--- config.mk ---
export PLATFORM = sky130hd
export DESIGN_NAME = checked_int64_update_alu_unit
export DESIGN_NICKNAME = d
export VERILOG_FILES = /design/src/design/ciua_pkg.sv /design/src/design/ciua_addsub.sv /design/src/design/ciua_core.sv /design/src/design/checked_int64_update_alu_unit.sv
export SDC_FILE = /design/constraint.sdc
export NUM_CORES = 2
export LEC_CHECK = 0
export ABC_CLOCK_PERIOD_IN_PS = 12700
export BUFFER_PORTS_ARGS = -buffer_cell sky130_fd_sc_hd__buf_4
export CORE_MARGIN = 1.5
export CORE_UTILIZATION = 30
export DETAILED_ROUTE_END_ITERATION = 12
export GPL_ROUTABILITY_DRIVEN = 1
export SYNTH_ARGS = -nofsm -noshare
export SYNTH_HDL_FRONTEND = slang
export SYNTH_SLANG_ARGS = --single-unit
--- constraint.sdc ---
create_clock -name aclk -period 12.7 [get_ports aclk]
set_input_delay 1.27 -clock aclk [delete_from_list [all_inputs] [get_ports aclk]]
set_output_delay 1.27 -clock aclk [all_outputs]
set_load 0.1 [all_outputs]
--- src/design/ciua_pkg.sv ---
// shared types, opcodes and sequencer states of the checked int64 update alu
package ciua_pkg;

    localparam int DATA_W = 64;
    localparam int CNT_W  = 6;
    localparam int TYPE_W = 4;

    localparam logic [DATA_W-1:0] MIN_VALUE = {1'b1, {(DATA_W-1){1'b0}}};

    typedef enum logic [TYPE_W-1:0] {
        OP_SET = 4'd0,
        OP_MAX = 4'd1,
        OP_MIN = 4'd2,
        OP_ADD = 4'd3,
        OP_SUB = 4'd4,
        OP_MUL = 4'd5,
        OP_DIV = 4'd6,
        OP_MOD = 4'd7,
        OP_AND = 4'd8,
        OP_OR  = 4'd9,
        OP_XOR = 4'd10
    } op_t;

    typedef enum logic [2:0] {
        ST_IDLE,
        ST_EXEC,
        ST_NEG_A,
        ST_NEG_B,
        ST_ITER,
        ST_FIX,
        ST_FINISH
    } state_t;

    typedef struct packed {
        logic [TYPE_W-1:0] req_type;
        logic [DATA_W-1:0] operand;
        logic              first;
        logic [DATA_W-1:0] prior_value;
        logic              last;
    } item_t;

    typedef struct packed {
        logic [DATA_W-1:0] updated_value;
        logic              ok;
    } result_t;

endpackage

--- src/design/ciua_addsub.sv ---
// shared 64-bit adder/subtractor with carry out
module ciua_addsub
    import ciua_pkg::*;
(
    input  logic [DATA_W-1:0] a,
    input  logic [DATA_W-1:0] b,
    input  logic              sub,
    output logic [DATA_W-1:0] sum,
    output logic              cout
);

    logic [DATA_W:0] wide;

    // subtract as a + ~b + 1; cout high means no borrow
    assign wide = {1'b0, a} + {1'b0, (sub ? ~b : b)} + {{DATA_W{1'b0}}, sub};
    assign sum  = wide[DATA_W-1:0];
    assign cout = wide[DATA_W];

endmodule

--- src/design/ciua_core.sv ---
// sequencer and datapath registers driving the shared adder
module ciua_core
    import ciua_pkg::*;
(
    input  logic    aclk,
    input  logic    aresetn,
    input  logic    in_valid,
    output logic    in_ready,
    input  item_t   in_item,
    output logic    res_valid,
    input  logic    res_room,
    output result_t res
);

    state_t            state_reg, state_next;
    logic [DATA_W-1:0] acc_reg, acc_next;
    logic              failed_reg, failed_next;
    op_t               op_reg, op_next;
    logic              bad_op_reg, bad_op_next;
    logic [DATA_W-1:0] opnd_reg, opnd_next;
    logic              last_reg, last_next;
    logic [DATA_W-1:0] hi_reg, hi_next;
    logic [DATA_W-1:0] lo_reg, lo_next;
    logic [DATA_W-1:0] mag_reg, mag_next;
    logic [CNT_W-1:0]  cnt_reg, cnt_next;

    logic [DATA_W-1:0] add_a, add_b, add_sum;
    logic              add_sub, add_cout;

    logic              is_mul;
    logic              ovf;
    logic              less_ab;
    logic              neg_res;
    logic              mul_ovf;
    logic [DATA_W-1:0] rem_shift;
    logic [DATA_W-1:0] fix_mag;

    ciua_addsub u_addsub (
        .a    (add_a),
        .b    (add_b),
        .sub  (add_sub),
        .sum  (add_sum),
        .cout (add_cout)
    );

    assign is_mul    = (op_reg == OP_MUL);
    assign rem_shift = {hi_reg[DATA_W-2:0], lo_reg[DATA_W-1]};
    assign fix_mag   = (op_reg == OP_MOD) ? hi_reg : lo_reg;
    assign neg_res   = (op_reg == OP_MOD) ? acc_reg[DATA_W-1]
                                          : (acc_reg[DATA_W-1] ^ opnd_reg[DATA_W-1]);
    // product magnitude must fit 2^63 when negative, 2^63-1 otherwise
    assign mul_ovf   = (hi_reg != '0) ||
                       (neg_res ? (lo_reg[DATA_W-1] && (lo_reg[DATA_W-2:0] != '0))
                                : lo_reg[DATA_W-1]);

    // signed overflow of the exec-cycle add or subtract
    always_comb begin
        if (op_reg == OP_ADD) begin
            ovf = (acc_reg[DATA_W-1] ^ add_sum[DATA_W-1]) &
                  (opnd_reg[DATA_W-1] ^ add_sum[DATA_W-1]);
        end else begin
            ovf = (acc_reg[DATA_W-1] ^ opnd_reg[DATA_W-1]) &
                  (acc_reg[DATA_W-1] ^ add_sum[DATA_W-1]);
        end
    end
    assign less_ab = add_sum[DATA_W-1] ^ ovf;

    always_ff @(posedge aclk) begin
        if (!aresetn) begin
            state_reg  <= ST_IDLE;
            acc_reg    <= '0;
            failed_reg <= 1'b0;
        end else begin
            state_reg  <= state_next;
            acc_reg    <= acc_next;
            failed_reg <= failed_next;
        end
    end

    always_ff @(posedge aclk) begin
        op_reg     <= op_next;
        bad_op_reg <= bad_op_next;
        opnd_reg   <= opnd_next;
        last_reg   <= last_next;
        hi_reg     <= hi_next;
        lo_reg     <= lo_next;
        mag_reg    <= mag_next;
        cnt_reg    <= cnt_next;
    end

    always_comb begin
        state_next  = state_reg;
        acc_next    = acc_reg;
        failed_next = failed_reg;
        op_next     = op_reg;
        bad_op_next = bad_op_reg;
        opnd_next   = opnd_reg;
        last_next   = last_reg;
        hi_next     = hi_reg;
        lo_next     = lo_reg;
        mag_next    = mag_reg;
        cnt_next    = cnt_reg;
        in_ready    = 1'b0;
        res_valid   = 1'b0;
        add_a       = acc_reg;
        add_b       = opnd_reg;
        add_sub     = 1'b0;

        unique case (state_reg)
            ST_IDLE: begin
                in_ready = 1'b1;
                if (in_valid) begin
                    op_next     = op_t'(in_item.req_type);
                    bad_op_next = (in_item.req_type > TYPE_W'(OP_XOR));
                    opnd_next   = in_item.operand;
                    last_next   = in_item.last;
                    if (in_item.first) begin
                        acc_next    = in_item.prior_value;
                        failed_next = 1'b0;
                    end
                    state_next = ST_EXEC;
                end
            end

            ST_EXEC: begin
                add_sub    = (op_reg != OP_ADD);
                state_next = ST_FINISH;
                if (!failed_reg) begin
                    if (bad_op_reg) begin
                        failed_next = 1'b1;
                    end else begin
                        unique case (op_reg)
                            OP_SET: acc_next = opnd_reg;
                            OP_MAX: acc_next = less_ab ? opnd_reg : acc_reg;
                            OP_MIN: acc_next = (!less_ab && (acc_reg != opnd_reg))
                                               ? opnd_reg : acc_reg;
                            OP_ADD, OP_SUB: begin
                                if (ovf) begin
                                    failed_next = 1'b1;
                                end else begin
                                    acc_next = add_sum;
                                end
                            end
                            OP_MUL: state_next = ST_NEG_A;
                            OP_DIV, OP_MOD: begin
                                if ((opnd_reg == '0) ||
                                    ((acc_reg == MIN_VALUE) && (opnd_reg == '1))) begin
                                    failed_next = 1'b1;
                                end else begin
                                    state_next = ST_NEG_A;
                                end
                            end
                            OP_AND: acc_next = acc_reg & opnd_reg;
                            OP_OR:  acc_next = acc_reg | opnd_reg;
                            OP_XOR: acc_next = acc_reg ^ opnd_reg;
                            default: failed_next = 1'b1;
                        endcase
                    end
                end
            end

            ST_NEG_A: begin
                // multiplicand for mul, dividend for div and mod
                add_a   = '0;
                add_b   = acc_reg;
                add_sub = 1'b1;
                if (is_mul) begin
                    mag_next = acc_reg[DATA_W-1] ? add_sum : acc_reg;
                end else begin
                    lo_next = acc_reg[DATA_W-1] ? add_sum : acc_reg;
                end
                state_next = ST_NEG_B;
            end

            ST_NEG_B: begin
                add_a   = '0;
                add_b   = opnd_reg;
                add_sub = 1'b1;
                if (is_mul) begin
                    lo_next = opnd_reg[DATA_W-1] ? add_sum : opnd_reg;
                end else begin
                    mag_next = opnd_reg[DATA_W-1] ? add_sum : opnd_reg;
                end
                hi_next    = '0;
                cnt_next   = '0;
                state_next = ST_ITER;
            end

            ST_ITER: begin
                if (is_mul) begin
                    // shift-add, multiplier bits leave lo as product bits enter
                    add_a   = hi_reg;
                    add_b   = mag_reg;
                    add_sub = 1'b0;
                    if (lo_reg[0]) begin
                        hi_next = {add_cout, add_sum[DATA_W-1:1]};
                        lo_next = {add_sum[0], lo_reg[DATA_W-1:1]};
                    end else begin
                        hi_next = {1'b0, hi_reg[DATA_W-1:1]};
                        lo_next = {hi_reg[0], lo_reg[DATA_W-1:1]};
                    end
                end else begin
                    // restoring division, quotient bits shift into lo
                    add_a   = rem_shift;
                    add_b   = mag_reg;
                    add_sub = 1'b1;
                    hi_next = add_cout ? add_sum : rem_shift;
                    lo_next = {lo_reg[DATA_W-2:0], add_cout};
                end
                cnt_next = cnt_reg + CNT_W'(1);
                if (cnt_reg == '1) begin
                    state_next = ST_FIX;
                end
            end

            ST_FIX: begin
                add_a   = '0;
                add_b   = fix_mag;
                add_sub = 1'b1;
                if (is_mul && mul_ovf) begin
                    failed_next = 1'b1;
                end else begin
                    acc_next = neg_res ? add_sum : fix_mag;
                end
                state_next = ST_FINISH;
            end

            ST_FINISH: begin
                if (!last_reg) begin
                    state_next = ST_IDLE;
                end else if (res_room) begin
                    res_valid  = 1'b1;
                    state_next = ST_IDLE;
                end
            end

            default: state_next = ST_IDLE;
        endcase
    end

    assign res.updated_value = failed_reg ? '0 : acc_reg;
    assign res.ok            = !failed_reg;

endmodule

--- src/design/checked_int64_update_alu_unit.sv ---
// top level: input handshake, sequencer core and registered result channel

// Applies runs of checked 64-bit update operations (set, max, min, add, sub,
// mul, div, mod, and, or, xor) to one signed accumulator and returns the value
// with an ok flag after the item marked last. One item is worked on at a time
// and s_ready is high only while the sequencer is idle. Set, max, min, add,
// sub, the bitwise operations, unknown operations and divides rejected for a
// zero or overflowing divisor go from transfer to the next possible transfer
// through decode, finish and idle. Mul, div and mod pass through decode, two
// steps to form operand magnitudes, 64 shift-add or restore-subtract passes
// through the one shared 64-bit adder, one step to apply the result sign,
// then finish and idle. The result sits in an output register, so the next
// item can be taken while it waits; the sequencer only holds when a second
// result is ready and the first has not been taken.
module checked_int64_update_alu_unit
    import ciua_pkg::*;
(
    input  logic                     aclk,
    input  logic                     aresetn,
    input  logic                     s_valid,
    output logic                     s_ready,
    input  logic [TYPE_W-1:0]        s_req_type,
    input  logic signed [DATA_W-1:0] s_operand,
    input  logic                     s_first,
    input  logic signed [DATA_W-1:0] s_prior_value,
    input  logic                     s_last,
    output logic                     m_valid,
    input  logic                     m_ready,
    output logic signed [DATA_W-1:0] m_updated_value,
    output logic                     m_ok
);

    item_t             item;
    result_t           res;
    logic              res_valid;
    logic              res_room;
    logic              m_valid_reg, m_valid_next;
    logic [DATA_W-1:0] m_value_reg, m_value_next;
    logic              m_ok_reg, m_ok_next;

    assign item.req_type    = s_req_type;
    assign item.operand     = s_operand;
    assign item.first       = s_first;
    assign item.prior_value = s_prior_value;
    assign item.last        = s_last;

    // output slot is free when empty or drained this cycle
    assign res_room = !m_valid_reg || m_ready;

    ciua_core u_core (
        .aclk      (aclk),
        .aresetn   (aresetn),
        .in_valid  (s_valid),
        .in_ready  (s_ready),
        .in_item   (item),
        .res_valid (res_valid),
        .res_room  (res_room),
        .res       (res)
    );

    always_comb begin
        m_valid_next = m_valid_reg;
        m_value_next = m_value_reg;
        m_ok_next    = m_ok_reg;
        if (res_valid) begin
            m_valid_next = 1'b1;
            m_value_next = res.updated_value;
            m_ok_next    = res.ok;
        end else if (m_ready) begin
            m_valid_next = 1'b0;
        end
    end

    always_ff @(posedge aclk) begin
        if (!aresetn) begin
            m_valid_reg <= 1'b0;
        end else begin
            m_valid_reg <= m_valid_next;
        end
    end

    always_ff @(posedge aclk) begin
        m_value_reg <= m_value_next;
        m_ok_reg    <= m_ok_next;
    end

    assign m_valid         = m_valid_reg;
    assign m_updated_value = m_value_reg;
    assign m_ok            = m_ok_reg;

endmodule

# Word level (Yosys, flattened, before mapping)
# Cells that the tools add are included.
# word_totals
regBits	402
in_bits	138
output_inout_bits	67
# op_classes
n_reduce_logical	30
n_addsub	3
bitwise_logic	10
eq_ne	37
order_cmp	1
mux	60
# ops
operator	count
two-way mux 64 bit	23
one-hot mux 64 bit (3 select lines)	3
one-hot mux 64 bit (7 select lines)	1
one-hot mux 64 bit (2 select lines)	3
equality test 64 bit, second input constant	2
adder 64 x 64 -> 65 bit	1
adder 65 x 1 -> 65 bit	1
AND 64 bit	1
zero test 64 bit	1
inequality test 64 bit	1
inverter 64 bit	1
OR 64 bit	1
nonzero test 64 bit	1
XOR 64 bit	1
nonzero test 63 bit	1
two-way mux 3 bit	7
one-hot mux 3 bit (7 select lines)	1
two-way mux 1 bit	17
equality test 4 x 3 -> 1 bit, second input constant	4
inequality test 2 bit, second input constant	7
equality test 4 bit, second input constant	3
one-hot mux 6 bit (2 select lines)	1
AND reduction 10 bit	1
equality test 3 bit, second input constant	3
29 further kinds	55

# Depth between registers and ports, before layout
# logic_depth
ltp_word	18
mapped_depth	30

# Hierarchy
# A second synthesis with hierarchy kept.
# unflattened
cells_unflattened	3987
area_unflattened_um2	32991.6
# modules_own_cells
mod	instances	area_per_inst_um2	cells_per_inst
ciua_core	1	26407.8	3260
ciua_addsub	1	4583.1	658
checked_int64_update_alu_unit	1	2000.7	69

# Least setup slack after synthesis
# No wires, ideal clock.
# synth_path
path_type	reg2reg
startpoint	reg u_core.op_reg[1]
endpoint	reg u_core.acc_reg[27]
n_path_buf	7
slack_ns	6.136
t_arrival_ns	6.448
setup_ns	0.116
stages_incl_launch_ff	31
synth_period_minus_slack_ns	6.564
path_cell_list	edfxtp_1 -> buf_4 -> nand4b_4 -> buf_2 -> buf_1 -> buf_1 -> mux2i_1 -> o221ai_1 -> xor2_1 -> ha_1 -> clkbuf_1 -> nand4_1 -> nor4_2 -> and3_1 -> nand4_1 -> a21o_1 -> a211oi_2 -> o21ai_0 -> and2_1 -> ha_1 -> mux2i_1 -> inv_1 -> a311oi_1 -> o21ai_0 -> a21oi_1 -> o221ai_1 -> nor3_4 -> buf_6 -> buf_6 -> o2111ai_1 -> o211a_1
# synth_via
elab_chain_len	15
elab_cells_between_ends	47
# synth_lines
item	line	source
from (decl)	ciua_core.sv:18	op_t op_reg, op_next;
from (signal assigned)	ciua_core.sv:81	op_reg <= op_next;
equality test 4 x 3 -> 1 bit	ciua_core.sv:48, ciua_core.sv:49	
two-way mux 64 bit	ciua_core.sv:48	assign fix_mag = (op_reg == OP_MOD) ? hi_reg : lo_reg;
one-hot mux 64 bit (3 select lines)	ciua_core.sv:109	unique case (state_reg)
inverter 64 bit	ciua_addsub.sv:15	assign wide = {1'b0, a} + {1'b0, (sub ? ~b : b)} + {{DATA_W{1'b0}}, sub};
two-way mux 64 bit	ciua_addsub.sv:15	
adder 64 x 64 -> 65 bit	ciua_addsub.sv:15	
adder 65 x 1 -> 65 bit	ciua_addsub.sv:15	
XOR 1 bit (on tied branches)	ciua_core.sv:59, ciua_core.sv:63, ciua_core.sv:60	
AND 1 bit (on tied branches)	ciua_core.sv:62, ciua_core.sv:59	
two-way mux 1 bit	ciua_core.sv:58	if (op_reg == OP_ADD) begin
XOR 1 bit	ciua_core.sv:66	assign less_ab = add_sum[DATA_W-1] ^ ovf;
zero test 1 bit	ciua_core.sv:135	OP_MIN: acc_next = (!less_ab && (acc_reg != opnd_reg))
logical AND 1 bit	ciua_core.sv:135	
inequality test 3 x 2 -> 1 bit (no line)	n/a	
AND reduction 10 bit (no line)	n/a	
to (signal assigned)	ciua_core.sv:75	acc_reg <= acc_next;
to (decl)	ciua_core.sv:16	logic [DATA_W-1:0] acc_reg, acc_next;
# Several ways; a longest one is shown, not always the timed one. The select of a mux whose other input is x is not followed.
# A chain may end at the register's enable or synchronous reset.

# Worst setup path in the final report
# layout_path
startpoint	reg u_core.op_reg[0]
endpoint	reg u_core.acc_reg[33]
# The elaborated chain is that of the path after synthesis.

==> results list <==
- Along the worst path, the maximum fanout reaches 68.
* Total half-perimeter wirelength after legalization and detailed placement: 119 mm
- Origin of the worst setup path: u_core.op_reg[0]
- Clock transition at the register clock pins on the worst setup and hold paths after CTS: 0.07 ns
- Area of the core: 109000 um^2
- In this design, the stage delay of the slowest critical-path cell is 0.74 ns.
- Area overhead of the layout relative to synthesis: 13.4%
* Count of endpoints failing hold in the final timing report: 0
- The worst register-to-register path begins at u_core.op_reg[0].
- The number of clock buffers added by TritonCTS is 44.
* Final setup fails: 0
* Worst Max-Slew Pin Slew: 1.25 ns
- In this run the cell area of the synthesized design comes to 33000 um^2.
- Among all cell types in the netlist, the one instantiated most often is sky130_fd_sc_hd__nand2_1.
- Kind of critical path: reg2reg
- The critical path goes through nand4b_4 > buf_4 > mux2i_1 > o221ai_1 > xor2_1 > ha_1 > nand2_1 > nor3_1 > nand4_1 > a21o_1 > a211oi_2 > o21ai_0 > and2_1 > ha_1 > mux2i_1 > inv_1 > a311oi_1 > o21ai_0 > a21oi_1 > o221ai_1 > nor3_4 > buf_4 > nand2_1 > o32ai_1.
- Filler cell count in the final layout: 11.2k
- Average wire per cell in the routed design: 31.4 um
- Pin count of the biggest net entering global routing: 160
* Number of post-CTS setup repair buffers: 0
- The worst setup path is launched from a flop.
- After detailed routing, the number of vias per cell comes to 6.52.
- Via count of the first global-routing pass: 31.6k
- TritonCTS built the clock tree.
* Deepest level of the CTS H-tree: 2
- Root buf cell: sky130_fd_sc_hd__clkbuf_16
* RePlAce Congestion: 1.04
- The worst setup path is captured at a flop.
- Starting density of the core: 0.303
* Count of port buffers added during placement: 204
- Synth Area per Inst: 8.68 um^2
- Total negative slack: 0 ns
- For the worst-skew pair, the clock arrives at the later sink with an insertion delay of 0.63 ns.
- Worst min-delay path class: reg2reg
* Vias after detailed routing: 34.4k
- The largest total area in the synthesized netlist belongs to sky130_fd_sc_hd__edfxtp_1.
- Worst Path Required: 13.24 ns
- The number of hold buffers added after CTS was 0.
- I/O Pins: 205
- For this run, the number of Yosys warnings is 0.
- Global Route Usage Sum: 0.284
- Arr. time, crit path: 9.55 ns
- From left edge to right edge, the die measures 334 um.
- The slowest stage of the critical path belongs to the cell sky130_fd_sc_hd__nand4b_4.
- Result of the run: complete, no violations
* 1st-iter DRT viols: 6209
- Final global-route overflow total: 0
* Post-detailed-routing wire length: 166 mm
- Counting flops with a built-in enable in the synthesized netlist gives 333.
- Antenna-violating nets left: 0
- Setup repair after global routing missed its margin: no
- Wire length of the first global-routing pass: 233 mm
- The number of max-slew violations in the final report came to 0.
- Proportion of synthesized flip-flops having asynchronous set or reset: 0
- Layout cells sized above 1: 0.112
- Sorting the synthesized cells by area gives the leading types as sky130_fd_sc_hd__edfxtp_1 30%, sky130_fd_sc_hd__mux2i_1 8.0%, sky130_fd_sc_hd__ha_1 7.4%.
* Number of max-cap violations: 0
- The worst pin sits at a relative slew slack of 0.158.
- Post-synthesis net count: 4130
- Synth cell count leaders: 515 x sky130_fd_sc_hd__nand2_1, 333 x sky130_fd_sc_hd__edfxtp_1, 266 x sky130_fd_sc_hd__nor2_1, 263 x sky130_fd_sc_hd__mux2i_1, 262 x sky130_fd_sc_hd__a21oi_1
- No sink is reached through more buffers than the 3 on the longest clock path.
- Number of rows in the core area: 121
- Number of synthesized register bits: 402
- Antenna violations before repair: 2
- Post-synthesis cell type count: 88
* Full die area: 112000 um^2
* Drt drc: 0
- The smallest clock period supported by the final layout is computed as 9.01 ns.
- The floorplan step set the die height to 334 um.
- Post-CTS repair changed the size of 0 cells.
- CTS sink count: 402
- The worst hold path begins at m_valid.
- Period utilisation layout: 0.709
* Top-area cell type share of the netlist area: 0.303
- Most frequently used flop master after synthesis: sky130_fd_sc_hd__edfxtp_1
- Synthesis produced a netlist whose cell count is 3797.
* Drt first pass iters: 10
- At the end of the flow, the number of nets in the layout was 4158.
- Seq/Total Area, Yosys: 0.345
- Across the routed clock network, the largest skew measured is 0.0342 ns.
- Timing would allow up to 0.111 GHz.
- Worst R2R Setup Slack: 3.69 ns
## stage by stage
step                      instance area [um^2]  hold WS [ns]   util  setup slack, ns  instances
after global routing                     37400         0.588  0.343             3.47       5275
final                                    37400         0.546  0.343             3.69       5276
after floorplan                          33000         0.472      -             6.14       3797
after global placement                   35900         0.524  0.329             4.29       5193
after CTS                                37400         0.550  0.343             4.16       5275
after detailed placement                 35900         0.539  0.329             4.21       5193
## worst max-delay path: cells and delay by family (launching register included)
| family | cells | cell delay (ns) |
|---|---|---|
| flip-flops | 1 | 0.67 |
| AND/OR/NAND/NOR | 7 | 2.44 |
| multiplexers | 2 | 0.65 |
| XOR/XNOR | 1 | 0.27 |
| AO/OA/AOI/OAI | 9 | 2.62 |
| buffers and inverters | 3 | 1.40 |
| adder cells (fa/ha/maj) | 2 | 0.72 |
## cells by family (layout without fill, tap and decap cells)
family          Yosys count  in the layout  synth area share
compound gates         1216           1216             0.253
simple gates           1117           1117             0.153
buf+inv                 463            527            0.0553
flops                   402            402             0.345
mux                     280            280            0.0859
fa+ha+maj               195            195            0.0742
xor+xnor                124            124            0.0332
other cells               0              1                 0
## path summary, 6_finish.rpt
check / to / cells past startpoint
min: m_valid / 2
min reg2reg: m_valid / 2
max reg2reg: u_core.acc_reg[33] / 24
max: u_core.acc_reg[33] / 24
## metal layers
layer,vias up,track usage,share of wire
li1,14400,-,-
met1,16400,0.377,0.38
met2,2967,0.390,0.39
met3,582,0.0922,0.15
met4,2,0.186,0.079
met5,-,0,0.000054
## layout by cell type (no fill, tap or decap), drive strengths merged, types with 18 or more instances in the layout
| cell | instances |
|---|---|
| nand2 | 515 |
| edfxtp | 333 |
| buf | 284 |
| nor2 | 266 |
| mux2i | 264 |
| a21oi | 263 |
| o21ai | 242 |
| ha | 194 |
| inv | 160 |
| a211oi | 132 |
| a22oi | 114 |
| o221ai | 112 |
| nor4 | 91 |
| xor2 | 87 |
| a221oi | 78 |
| dfxtp | 69 |
| nand4 | 60 |
| clkbuf | 51 |
| o211ai | 42 |
| xnor2 | 37 |
| nor2b | 37 |
| nor3 | 32 |
| a21o | 31 |
| nand3 | 31 |
| a31oi | 29 |
| a221o | 23 |
| clkinv | 22 |
| and2 | 21 |
| o22ai | 18 |
## layout make-up
type                    count  area (um^2)  share of cell area
inverters                 161          607              0.0162
repair buffers            284         2170              0.0581
clock buffers              51         1150              0.0307
diodes                      1         2.50           0.0000670
well taps                1414         1770              0.0473
clock inverters            31          357             0.00954
flip-flops and latches    402        11400               0.305
multi-input cells        2932        19900               0.533
Power is not shown: default switching activity piles up to over one toggle a cycle in this logic, so the estimate is an artifact.
